===== src/sv/slif_pkg.sv =====
`timescale 1ns / 1ps
// slif_pkg: types and constants shared by the selectable low-pass filter
// holds the sequencer states, register indexes, mac operand struct and the fir coefficient rom
// no dependencies
package slif_pkg;

  typedef enum logic [2:0] {
    ST_IDLE,
    ST_RUN,
    ST_DRAIN,
    ST_ROUND,
    ST_EMIT
  } state_e;

  localparam int CFG_IDX_W  = 2;
  localparam int CFG_DATA_W = 16;
  localparam int WEIGHT_W   = 16;
  localparam int OUT_W      = 18;
  localparam int OP_W       = 18;
  localparam int ROM_DEPTH  = 64;
  localparam int ROM_AW     = 6;

  localparam logic [CFG_IDX_W-1:0] REG_ENABLE = 2'd0;
  localparam logic [CFG_IDX_W-1:0] REG_SELECT = 2'd1;
  localparam logic [CFG_IDX_W-1:0] REG_WEIGHT = 2'd2;

  localparam logic [WEIGHT_W-1:0] WEIGHT_RESET = 16'd26214;

  localparam int FIR_SHIFT     = 13;
  localparam int IIR_SHIFT     = 16;
  localparam int IIR_PRE_SHIFT = 4;
  localparam int OUT_MAX       = 131071;
  localparam int OUT_MIN       = -131072;

  typedef struct packed {
    logic                   vld;
    logic                   shl;
    logic signed [OP_W-1:0] a;
    logic signed [OP_W-1:0] b;
  } mac_op_t;

  // symmetric low-pass taps, signed q1.17, unused tail is zero
  localparam logic signed [OP_W-1:0] COEF_ROM [ROM_DEPTH] = '{
    18'sd194,    18'sd165,    18'sd73,     -18'sd92,    -18'sd330,   -18'sd625,
    -18'sd949,   -18'sd1256,  -18'sd1490,  -18'sd1585,  -18'sd1479,  -18'sd1114,
    -18'sd450,   18'sd529,    18'sd1809,   18'sd3348,   18'sd5071,   18'sd6877,
    18'sd8648,   18'sd10261,  18'sd11595,  18'sd12548,  18'sd13044,  18'sd13044,
    18'sd12548,  18'sd11595,  18'sd10261,  18'sd8648,   18'sd6877,   18'sd5071,
    18'sd3348,   18'sd1809,   18'sd529,    -18'sd450,   -18'sd1114,  -18'sd1479,
    -18'sd1585,  -18'sd1490,  -18'sd1256,  -18'sd949,   -18'sd625,   -18'sd330,
    -18'sd92,    18'sd73,     18'sd165,    18'sd194,
    18'sd0, 18'sd0, 18'sd0, 18'sd0, 18'sd0, 18'sd0, 18'sd0, 18'sd0, 18'sd0,
    18'sd0, 18'sd0, 18'sd0, 18'sd0, 18'sd0, 18'sd0, 18'sd0, 18'sd0, 18'sd0
  };

endpackage


===== src/sv/slif_mac.sv =====
`timescale 1ns / 1ps
// slif_mac: shared multiply-accumulate unit of the selectable low-pass filter
// registered 18x18 product followed by a wide accumulator; depends on slif_pkg
module slif_mac #(
  parameter int ACC_W = 40
) (
  input  logic                    clk_i,
  input  logic                    rst_ni,
  input  logic                    clr_i,
  input  slif_pkg::mac_op_t       op_i,
  output logic                    busy_o,
  output logic signed [ACC_W-1:0] acc_o
);
  import slif_pkg::*;

  logic signed [2*OP_W-1:0] prod_q;
  logic                     p_vld_q;
  logic                     p_shl_q;
  logic signed [ACC_W-1:0]  acc_q;
  logic signed [ACC_W-1:0]  prod_x;
  logic signed [ACC_W-1:0]  term;

  assign prod_x = ACC_W'(prod_q);
  assign term   = p_shl_q ? (prod_x <<< IIR_PRE_SHIFT) : prod_x;

  always_ff @(posedge clk_i or negedge rst_ni) begin
    if (!rst_ni) begin
      p_vld_q <= 1'b0;
    end else begin
      p_vld_q <= op_i.vld;
    end
  end

  always_ff @(posedge clk_i) begin
    prod_q  <= op_i.a * op_i.b;
    p_shl_q <= op_i.shl;
    if (clr_i) begin
      acc_q <= '0;
    end else if (p_vld_q) begin
      acc_q <= acc_q + term;
    end
  end

  assign busy_o = p_vld_q;
  assign acc_o  = acc_q;

endmodule


===== src/sv/selectable_lowpass_iir_fir_filter.sv =====
`timescale 1ns / 1ps
// selectable_lowpass_iir_fir_filter: first-order iir or TAPS-tap fir low-pass
// sample history in a circular memory, one shared mac; depends on slif_pkg and slif_mac
//
//   channel  | signals                              | moves
//   ---------+--------------------------------------+----------------------------------
//   in       | in_valid_i, in_ready_o, sample_i     | one sample per transfer
//   out      | out_valid_o, out_ready_i, filtered_o,| one result per transfer
//            | disabled_error_o                     |
//   cfg      | cfg_we_i, cfg_idx_i, cfg_data_i      | register write, no wait
//
// fir mode runs TAPS taps per sample, iir mode two, disabled mode none; paced by the single mac
// and the registered history memory read, one tap per cycle
// reset is immediate, no clearing pass; a fill count masks history not yet written
// a result waits in the output register; a stalled output holds the sequencer in its
// last state, a new sample is taken as soon as the sequencer is back in idle
module selectable_lowpass_iir_fir_filter #(
  parameter int TAPS        = 46,
  parameter int SAMPLE_BITS = 12
) (
  input  logic                                clk_i,
  input  logic                                rst_ni,
  input  logic                                in_valid_i,
  output logic                                in_ready_o,
  input  logic [SAMPLE_BITS-1:0]              sample_i,
  output logic                                out_valid_o,
  input  logic                                out_ready_i,
  output logic signed [slif_pkg::OUT_W-1:0]   filtered_o,
  output logic                                disabled_error_o,
  input  logic                                cfg_we_i,
  input  logic [slif_pkg::CFG_IDX_W-1:0]      cfg_idx_i,
  input  logic [slif_pkg::CFG_DATA_W-1:0]     cfg_data_i
);
  import slif_pkg::*;

  localparam int AW    = (TAPS > 1) ? $clog2(TAPS) : 1;
  localparam int CW    = $clog2(TAPS + 1);
  localparam int ACC_W = SAMPLE_BITS + 28;

  localparam logic [AW-1:0] LAST_ADDR = AW'(TAPS - 1);
  localparam logic [CW-1:0] FILL_MAX  = CW'(TAPS);
  localparam logic [CW-1:0] AGE_FB    = CW'(1);
  localparam logic [CW-1:0] AGE_LAST  = CW'(2);
  localparam logic [CW-1:0] AGE_TOP   = CW'(TAPS - 1);

  localparam logic signed [ACC_W-1:0] HALF_FIR = ACC_W'(1) <<< (FIR_SHIFT - 1);
  localparam logic signed [ACC_W-1:0] HALF_IIR = ACC_W'(1) <<< (IIR_SHIFT - 1);
  localparam logic signed [ACC_W-1:0] SAT_HI   = ACC_W'(OUT_MAX);
  localparam logic signed [ACC_W-1:0] SAT_LO   = ACC_W'(OUT_MIN);

  state_e state_q, state_d;

  logic                   en_q, sel_q;
  logic [WEIGHT_W-1:0]    w_q;
  logic [CW-1:0]          fill_q, cnt_q;
  logic [AW-1:0]          hd_q, rp_q, hd_nx;
  logic signed [OUT_W-1:0] last_q;
  logic                   err_q;
  logic signed [ACC_W-1:0] rnd_q, rnd_d;

  logic                   out_vld_q;
  logic signed [OUT_W-1:0] out_filt_q;
  logic                   out_err_q;

  logic [SAMPLE_BITS-1:0] mem [TAPS];
  logic [SAMPLE_BITS-1:0] rd_q;

  logic                   s1_vld_q, s1_last_q, s1_live_q, s1_shl_q;
  logic signed [OP_W-1:0] s1_b_q, b_d;

  logic                   accept, issue, round_go, emit_go, last_issue, drain_done;
  logic                   mac_busy;
  logic signed [ACC_W-1:0] acc;
  logic signed [OUT_W-1:0] sat_y;
  mac_op_t                mac_op;

  function automatic logic [AW-1:0] dec_ptr(input logic [AW-1:0] p);
    return (p == '0) ? LAST_ADDR : p - AW'(1);
  endfunction

  assign hd_nx      = (hd_q == LAST_ADDR) ? '0 : hd_q + AW'(1);
  assign last_issue = sel_q ? (cnt_q == AGE_TOP) : (cnt_q == AGE_LAST);
  assign drain_done = !s1_vld_q && !mac_busy;

  // next state
  always_comb begin
    state_d = state_q;
    unique case (state_q)
      ST_IDLE:  if (accept) state_d = en_q ? ST_RUN : ST_EMIT;
      ST_RUN:   if (last_issue) state_d = ST_DRAIN;
      ST_DRAIN: if (drain_done) state_d = ST_ROUND;
      ST_ROUND: state_d = ST_EMIT;
      ST_EMIT:  if (emit_go) state_d = ST_IDLE;
      default:  state_d = ST_IDLE;
    endcase
  end

  // outputs of the sequencer
  always_comb begin
    in_ready_o = 1'b0;
    issue      = 1'b0;
    round_go   = 1'b0;
    emit_go    = 1'b0;
    unique case (state_q)
      ST_IDLE:  in_ready_o = 1'b1;
      ST_RUN:   issue = 1'b1;
      ST_DRAIN: ;
      ST_ROUND: round_go = 1'b1;
      ST_EMIT:  emit_go = !out_vld_q || out_ready_i;
      default:  ;
    endcase
  end

  assign accept = in_valid_i && in_ready_o;

  // mac operand b per tap
  always_comb begin
    if (sel_q) begin
      b_d = COEF_ROM[ROM_AW'(cnt_q)];
    end else if (cnt_q == AGE_FB) begin
      b_d = OP_W'(17'h10000 - {1'b0, w_q});
    end else begin
      b_d = OP_W'(w_q);
    end
  end

  always_ff @(posedge clk_i or negedge rst_ni) begin
    if (!rst_ni) begin
      state_q   <= ST_IDLE;
      en_q      <= 1'b0;
      sel_q     <= 1'b0;
      w_q       <= WEIGHT_RESET;
      fill_q    <= '0;
      hd_q      <= '0;
      rp_q      <= '0;
      cnt_q     <= '0;
      last_q    <= '0;
      err_q     <= 1'b0;
      out_vld_q <= 1'b0;
      s1_vld_q  <= 1'b0;
    end else begin
      state_q  <= state_d;
      s1_vld_q <= issue;
      if (accept) begin
        err_q <= !en_q;
        if (en_q) begin
          hd_q   <= hd_nx;
          fill_q <= (fill_q == FILL_MAX) ? fill_q : fill_q + CW'(1);
          cnt_q  <= sel_q ? '0 : AGE_FB;
          rp_q   <= sel_q ? hd_nx : dec_ptr(hd_nx);
        end
      end
      if (issue) begin
        cnt_q <= cnt_q + CW'(1);
        rp_q  <= dec_ptr(rp_q);
      end
      if (emit_go) begin
        out_vld_q <= 1'b1;
        if (!err_q) last_q <= sat_y;
      end else if (out_ready_i) begin
        out_vld_q <= 1'b0;
      end
      if (cfg_we_i) begin
        unique case (cfg_idx_i)
          REG_ENABLE: begin
            en_q <= cfg_data_i[0];
            if (cfg_data_i[0]) begin
              fill_q <= '0;
              last_q <= '0;
            end
          end
          REG_SELECT: sel_q <= cfg_data_i[0];
          REG_WEIGHT: w_q <= cfg_data_i;
          default:    ;
        endcase
      end
    end
  end

  // history memory, newest sample at the head
  always_ff @(posedge clk_i) begin
    if (accept && en_q) mem[hd_nx] <= sample_i;
    rd_q <= mem[rp_q];
  end

  always_ff @(posedge clk_i) begin
    s1_last_q <= !sel_q && (cnt_q == AGE_LAST);
    s1_shl_q  <= !sel_q && (cnt_q == AGE_FB);
    s1_live_q <= cnt_q < fill_q;
    s1_b_q    <= b_d;
    if (round_go) rnd_q <= rnd_d;
    if (emit_go) begin
      out_filt_q <= err_q ? '0 : sat_y;
      out_err_q  <= err_q;
    end
  end

  assign mac_op = '{
    vld: s1_vld_q,
    shl: s1_shl_q,
    a:   s1_last_q ? last_q : (s1_live_q ? OP_W'(rd_q) : '0),
    b:   s1_b_q
  };

  slif_mac #(
    .ACC_W (ACC_W)
  ) u_mac (
    .clk_i  (clk_i),
    .rst_ni (rst_ni),
    .clr_i  (accept),
    .op_i   (mac_op),
    .busy_o (mac_busy),
    .acc_o  (acc)
  );

  assign rnd_d = sel_q ? ((acc + HALF_FIR) >>> FIR_SHIFT) : ((acc + HALF_IIR) >>> IIR_SHIFT);
  assign sat_y = (rnd_q > SAT_HI) ? OUT_W'(OUT_MAX) :
                 (rnd_q < SAT_LO) ? OUT_W'(OUT_MIN) : OUT_W'(rnd_q);

  assign out_valid_o      = out_vld_q;
  assign filtered_o       = out_filt_q;
  assign disabled_error_o = out_err_q;

endmodule

===== config.mk =====
export PLATFORM = sky130hd
export DESIGN_NAME = selectable_lowpass_iir_fir_filter
export DESIGN_NICKNAME = d
export VERILOG_FILES = /design/src/sv/slif_pkg.sv /design/src/sv/slif_mac.sv /design/src/sv/selectable_lowpass_iir_fir_filter.sv
export SDC_FILE = /design/constraint.sdc
export NUM_CORES = 2
export LEC_CHECK = 0
export BUFFER_PORTS_ARGS = -buffer_cell sky130_fd_sc_hd__buf_2
export CAP_MARGIN = 20
export CORE_ASPECT_RATIO = 1.25
export CORE_MARGIN = 3
export CORE_UTILIZATION = 30
export CTS_CLUSTER_DIAMETER = 80
export DETAILED_ROUTE_END_ITERATION = 10
export SETUP_SLACK_MARGIN = 0.4
export SYNTH_ARGS = -nofsm -noshare
export SYNTH_HDL_FRONTEND = slang
export SYNTH_SLANG_ARGS = --single-unit

===== constraint.sdc =====
create_clock -name clk_i -period 7.4 [get_ports clk_i]
set_clock_uncertainty 0.1 [all_clocks]
set_input_delay 0.74 -clock clk_i [delete_from_list [all_inputs] [get_ports clk_i]]
set_output_delay 0.74 -clock clk_i [all_outputs]
set_load 0.02 [all_outputs]

# Word-level counts from Yosys, hierarchy flattened
# Memories as Yosys holds them, arrays and structs flattened. A register that Yosys moved wholly into a read port is not among the register bits.
# Cells that the tools add are included.
# Widths: inputs -> output; s select.
op_classes:
  addsub: 9
  multipliers: 1
  order_cmp: 4
  eq_ne: 15
  mux: 47
  bitwise: 1
  reduce_logical: 24
ops:
  columns: ["cell", "count"]
  rows:
  - ["$mux 18", 12]
  - ["$mux 6", 16]
  - ["$add 40x14->40 const B", 1]
  - ["$add 40x17->40 const B", 1]
  - ["$add 40x40->40", 1]
  - ["$gt 40x18->1 const B", 1]
  - ["$lt 40x18->1 const B", 1]
  - ["$mux 40", 1]
  - ["$mux 39", 1]
  - ["$mul 18x18->36", 1]
  - ["$add 6x1->6 const B", 3]
  - ["$eq 6x6->1 const B", 3]
  - ["$sub 17x16->18 const A", 1]
  - ["$mux 3", 5]
  - ["$pmux 3 s5", 1]
  - ["$logic_not 6->1", 2]
  - ["$mux 12", 1]
  - ["$sub 6x1->6 const B", 2]
  - ["$mux 1", 10]
  - ["$reduce_and 2->1", 5]
  - ["$ne 2x2->1 const B", 4]
  - ["$ge 7x7->1 const B", 1]
  - ["$not 6->7", 1]
  - ["$eq 3x2->1 const B", 2]
  - ["14 further kinds", 24]
word_totals:
  ff_bits: 224
  mem_bits_rw: 552
  mem_bits_ro: 1152
  wordCells: 126
  n_memories: 2
mem_list:
  columns: ["memory", "words", "word_bits", "read_ports", "rd_ports_with_merged_regs", "wr", "line_no", "text"]
  rows:
  - ["(name not given)", 64, 18, 1, 0, 0, "selectable_lowpass_iir_fir_filter.sv:119", "b_d = COEF_ROM[ROM_AW'(cnt_q)];"]
  - ["mem", 46, 12, 1, 1, 1, "selectable_lowpass_iir_fir_filter.sv:65", "logic [SAMPLE_BITS-1:0] mem [TAPS];"]

# Depth between registers and ports, before layout
depth:
  word_depth: 8
  mapped_depth: 28
  ltp_nobuf: 26

# Modules after synthesis
# Synthesis repeated with hierarchy kept, for this count alone.
unflattened:
  cells_unflattened: 3831
  hier_area_um2: 46769.9
by_module_without_submodules:
  columns: ["module", "instances", "cells_each", "area_each_um2"]
  rows:
  - ["selectable_lowpass_iir_fir_filter", 1, 1970, 29997.5]
  - ["slif_mac", 1, 1861, 16772.3]

# Worst setup path before layout
# Ideal clock, no wire load.
synth_path:
  kind: "register to register"
  startpoint: "register s1_last_q"
  endpoint: "register u_mac.prod_q[34]"
  setup_time_ns: 0.072
  t_arrival_ns: 6.782
  required_time_ns: 7.228
  setup_slack_ns: 0.445
  stages_incl_launch_ff: 27
  n_path_buf: 3
  synth_period_minus_slack_ns: 6.955
  cell_sequence: "dfxtp_1 -> clkbuf_1 -> nor2b_1 -> clkbuf_1 -> a22o_1 -> clkbuf_1 -> nand2_1 -> fa_1 -> fa_1 -> fa_1 -> fa_1 -> inv_1 -> fa_1 -> inv_1 -> fa_1 -> inv_1 -> ha_1 -> a21o_1 -> a21o_1 -> a21oi_2 -> a2bb2oi_2 -> a21oi_1 -> o21a_1 -> a311o_1 -> a211o_1 -> a21oi_2 -> xnor2_1"
synth_between:
  elab_chain_len: 2
synth_rtl:
  columns: ["element", "line_no", "text"]
  rows:
  - ["from (decl)", "selectable_lowpass_iir_fir_filter.sv:68", "logic s1_vld_q, s1_last_q, s1_live_q, s1_shl_q;"]
  - ["from (signal assigned)", "selectable_lowpass_iir_fir_filter.sv:187", "s1_last_q <= !sel_q && (cnt_q == AGE_LAST);"]
  - ["$mux 18", "selectable_lowpass_iir_fir_filter.sv:201", "a: s1_last_q ? last_q : (s1_live_q ? OP_W'(rd_q) : '0),"]
  - ["$mul 18x18->36", "slif_mac.sv:35", "prod_q <= op_i.a * op_i.b;"]
  - ["to (signal assigned)", "slif_mac.sv:35", null]
  - ["to (decl)", "slif_mac.sv:16", "logic signed [2*OP_W-1:0] prod_q;"]
# No other way between the ends.
# A chain may end at the register's enable or synchronous reset.

# Worst setup path in the final report
layout_path:
  startpoint: "register s1_live_q"
  endpoint: "register u_mac.prod_q[34]"
layout_between:
  elab_chain_len: 3
layout_rtl:
  columns: ["element", "line_no", "text"]
  rows:
  - ["from (decl)", "selectable_lowpass_iir_fir_filter.sv:68", null]
  - ["from (signal assigned)", "selectable_lowpass_iir_fir_filter.sv:189", "s1_live_q <= cnt_q < fill_q;"]
  - ["$mux 12", "selectable_lowpass_iir_fir_filter.sv:201", null]
  - ["$mux 18", "selectable_lowpass_iir_fir_filter.sv:201", null]
  - ["$mul 18x18->36", "slif_mac.sv:35", null]
# No other way between the ends.

==> reports/metrics.csv <==
metric,value,unit
outcome,finished clean,
timing.critical_path.slowest_cell_delay,0.55,ns
crit_family,adder cells,
syn-cell-area,0.0461,mm2
reg2reg_from,s1_live_q$_DFF_P_,
postSynth.topFlopCell,sky130_fd_sc_hd__edfxtp_1,
setup.worst_path.class,flip-flop to flip-flop,
globalRouteOverflowTotal,0,
timing.critical_path.slowest_stage_cell,sky130_fd_sc_hd__fa_1,
yosys_warnings,0,
top_level_ports,56,
via_count_of_the_first_global_routing_pass,29201,
worst_pin_slew,1.05,ns
dr_total_vias,28365,
start_util,30.3,%
wl_per_cell,19.3,um
fp-row-count,160,
synth_nets,4202,
h-tree-depth,3,
cts.path.max_buffers,3,
final_setup_vio_count,0,
clk_pin_slew_worst_paths,0.06,ns
dp.final_hpwl,81500,um
synth.cells.most_frequent,"598 x sky130_fd_sc_hd__edfxtp_1, 425 x sky130_fd_sc_hd__inv_1, 338 x sky130_fd_sc_hd__nand2_1, 330 x sky130_fd_sc_hd__fa_1, 248 x sky130_fd_sc_hd__nor2_1",
synth_enable_flop_cells,598,
ys_seq_elements,775,
core_utilization_of_the_finished_layout,34.2,%
crit_end,u_mac.prod_q[34]$_DFF_P_,
maximum_number_of_pins_on_one_net_before_global_route_repair,136,
headroom_to_the_max_slew_limit,29.4,%
drt_wl_total,113000,um
max_clock_freq,0.147,GHz
cp_launch_point,s1_live_q$_DFF_P_,
die_h,444,um
postRouteAntennaNets,0,
grt_pass1_wl,176000,um
synthToLayoutAreaGrowth,13.0,%
synth-seq-area-share,47.4,%
grt_antenna_before_repair,7,
cts_root_buf,sky130_fd_sc_hd__clkbuf_16,
number_of_buffers_created_by_cts,82,
layout_min_cycle_time,6.82,ns
worstPathMaxFanout,16,
die_area,0.158,mm2
pre_repair_dr_iteration_count,6,
synth_area_leader_cell,sky130_fd_sc_hd__edfxtp_1,
critical_path_cell_count,25,
final_net_count,4274,
clkSinkCount,775,
io_buffer_count,55,
floorplan.die.width,357,um
worstSetupStartpointType,flip-flop,
post-synth-top-count-cell,sky130_fd_sc_hd__edfxtp_1,
final_min_period_over_clock_period,92.1,%
place.gp.congestion,0.896,
netlist_instances,3679,
hold_viol_final,0,
synth_top_area_share,39.0,%
layout-drive-gt1-share,15.7,%
fill_cells,14912,
netlist-cell-type-count,78,
worst_path_most_repeated_cell,sky130_fd_sc_hd__fa_1,
postSynthAreaPerCell,12.5,um2
synthArstFlopShare,8.65,%
maxCapViolations,0,
setup.reg_to_reg.worst_slack,0.58,ns
placed_area,0.0490,mm2
post_synth_main_area_contributors,"sky130_fd_sc_hd__edfxtp_1 39%, sky130_fd_sc_hd__fa_1 14%, sky130_fd_sc_hd__mux4_2 8.1%, sky130_fd_sc_hd__dfxtp_1 4.8%, sky130_fd_sc_hd__ha_1 4.3%",
rsz0062_at_grt,yes,
globalRouteTotalUtil,14.3,%
final-max-slew-violation-count,0,
initialDrtViolationCount,2428,
r2r_endpoint,u_mac.prod_q[34]$_DFF_P_,
placeableCoreArea,0.152,mm2
detail_route.drc_violations,0,
post_layout_nonfiller_instances,5846,
placedCellCount,5668,
r2r_cells,25,
crit_required,7.87,ns
post-route-cell-area,0.0521,mm2
setup_tns,0,ns
timing.critical_path.arrival,7.29,ns
cp_num_buf_inv,6,
worst_skew_pair_later_pin_latency,0.67,ns
min_path_type,primary input to flip-flop,
cts_tree,built,
critPathCaptureType,flip-flop,
route.detailed.vias_per_inst,4.85,
==> area by class of cell <==
class,instances,area (um2),area share [%]
antenna,2,5.00,0.00961
clock buffer,100,2160,4.15
clock inverter,52,553,1.06
inverter,426,1600,3.07
multi-input combinational,2299,22200,42.6
sequential,775,21900,42.0
tap,2025,2530,4.87
timing repair buffer,167,1190,2.29
==> state kept, by name (all words and copies together) (netlist names), 3 cells and up <==
| signal | count |
|---|---|
| mem | 552 |
| u_mac.acc_o | 40 |
| u_mac.prod_q | 36 |
| rnd_q | 27 |
| filtered_o | 18 |
| last_q | 18 |
| s1_b_q | 18 |
| w_q | 16 |
| rd_q | 12 |
| cnt_q | 6 |
| fill_q | 6 |
| hd_q | 6 |
| rp_q | 6 |
| state_q | 3 |
==> layout by cell type (no fill, tap or decap), types with 15 or more instances in the layout <==
master                      Yosys  layout
sky130_fd_sc_hd__nor2b_1       18      17
sky130_fd_sc_hd__mux4_2       166     166
sky130_fd_sc_hd__nand3_1       40      40
sky130_fd_sc_hd__o21ai_1       18      17
sky130_fd_sc_hd__buf_2         13      55
sky130_fd_sc_hd__nand2b_1      25      25
sky130_fd_sc_hd__mux2_2        59      59
sky130_fd_sc_hd__buf_4          0     100
sky130_fd_sc_hd__clkbuf_16      0      82
sky130_fd_sc_hd__dfxtp_1      110     104
sky130_fd_sc_hd__o21ai_0      127     127
sky130_fd_sc_hd__ha_1         158     153
sky130_fd_sc_hd__inv_1        425     425
sky130_fd_sc_hd__xor2_1        43      43
sky130_fd_sc_hd__mux2i_1       49      49
sky130_fd_sc_hd__a21o_1        32      32
sky130_fd_sc_hd__nor3_1        24      24
sky130_fd_sc_hd__and2_1       119     116
sky130_fd_sc_hd__xnor2_1       97      97
sky130_fd_sc_hd__dfrtp_1       59      54
sky130_fd_sc_hd__nand2_1      338     338
sky130_fd_sc_hd__fa_1         330     326
sky130_fd_sc_hd__and3_1        61      61
sky130_fd_sc_hd__o21a_1        19      18
sky130_fd_sc_hd__edfxtp_1     598     598
sky130_fd_sc_hd__nor2_1       248     238
sky130_fd_sc_hd__a21oi_1      125     121
sky130_fd_sc_hd__nand4_1       15      15
sky130_fd_sc_hd__a211oi_1      20      20
==> per-layer routing <==
layer	track usage [%]	vias up	share of wire (%)
li1	-	12934	-
met1	18.9	14530	42
met2	24.5	734	50
met3	2.12	167	5.3
met4	3.56	0	2.7
met5	0	-	0
==> worst register-to-register path: stages, from the launching register on <==
cell and delay, ns:
sky130_fd_sc_hd__dfxtp_1 0.31, sky130_fd_sc_hd__nor2b_2 0.16, sky130_fd_sc_hd__buf_2 0.17, sky130_fd_sc_hd__a22o_4 0.25, sky130_fd_sc_hd__buf_8 0.16, sky130_fd_sc_hd__and2_1 0.18
sky130_fd_sc_hd__fa_1 0.54, sky130_fd_sc_hd__inv_1 0.07, sky130_fd_sc_hd__fa_1 0.50, sky130_fd_sc_hd__fa_1 0.52, sky130_fd_sc_hd__inv_1 0.05, sky130_fd_sc_hd__fa_1 0.47
sky130_fd_sc_hd__fa_1 0.55, sky130_fd_sc_hd__inv_1 0.05, sky130_fd_sc_hd__fa_1 0.52, sky130_fd_sc_hd__inv_1 0.06, sky130_fd_sc_hd__ha_4 0.25, sky130_fd_sc_hd__a21o_1 0.16
sky130_fd_sc_hd__a21oi_2 0.17, sky130_fd_sc_hd__a2bb2oi_2 0.22, sky130_fd_sc_hd__a21oi_2 0.10, sky130_fd_sc_hd__o21a_2 0.26, sky130_fd_sc_hd__a311o_1 0.39, sky130_fd_sc_hd__a211o_1 0.29
sky130_fd_sc_hd__a21oi_2 0.15, sky130_fd_sc_hd__xnor2_1 0.12
==> kinds of logic (layout without fill, tap and decap cells) <==
family                     Yosys count  in the layout  synth area share, %
adders and majority gates          488            488                 18.6
DFF                                775            775                 47.4
AOI/OAI and AO/OA                  464            464                 6.32
muxes                              274            274                 10.6
buffers and inverters              605            745                 4.98
and+or+nand+nor                    933            933                 9.40
xor gates and xnor gates           140            140                 2.66
other                                0              2                    0
==> per-stage QoR <==
stage	setup WS (ns)	hold WS (ns)
after floorplan	0.445	0.210
after CTS	0.432	0.177
after global routing	0.371	0.188
final	0.585	0.229
after global placement	0.304	0.265
after detailed placement	0.192	0.265
==> timing repair <==
item | 4_1_cts | 5_1_grt
buffers inserted | 0 | 8
hold buffers | 1 | 0
pin swaps | 1 | 10
resized for setup | 5 | 48
cloned | 0 | 1
endpoints found under the setup margin | 5 | 9
hold endpoints to repair | 10 | 0
==> worst min path at each step <==
stage                     depth (start not counted)                      to          startpoint
after CTS                                         2     w_q[13]$_DFFE_PN1P_      cfg_data_i[13]
after global placement                            0  u_mac.busy_o$_DFF_PN0_  s1_vld_q$_DFF_PN0_
after floorplan                                   0   u_mac.p_shl_q$_DFF_P_    s1_shl_q$_DFF_P_
after global routing                              2     w_q[14]$_DFFE_PN1P_      cfg_data_i[14]
final                                             2     w_q[13]$_DFFE_PN1P_      cfg_data_i[13]
after detailed placement                          0  u_mac.busy_o$_DFF_PN0_  s1_vld_q$_DFF_PN0_
Power is left out: the tool's default activity adds up to more than one toggle a clock period on the data nets, which glitch-free logic cannot reach.
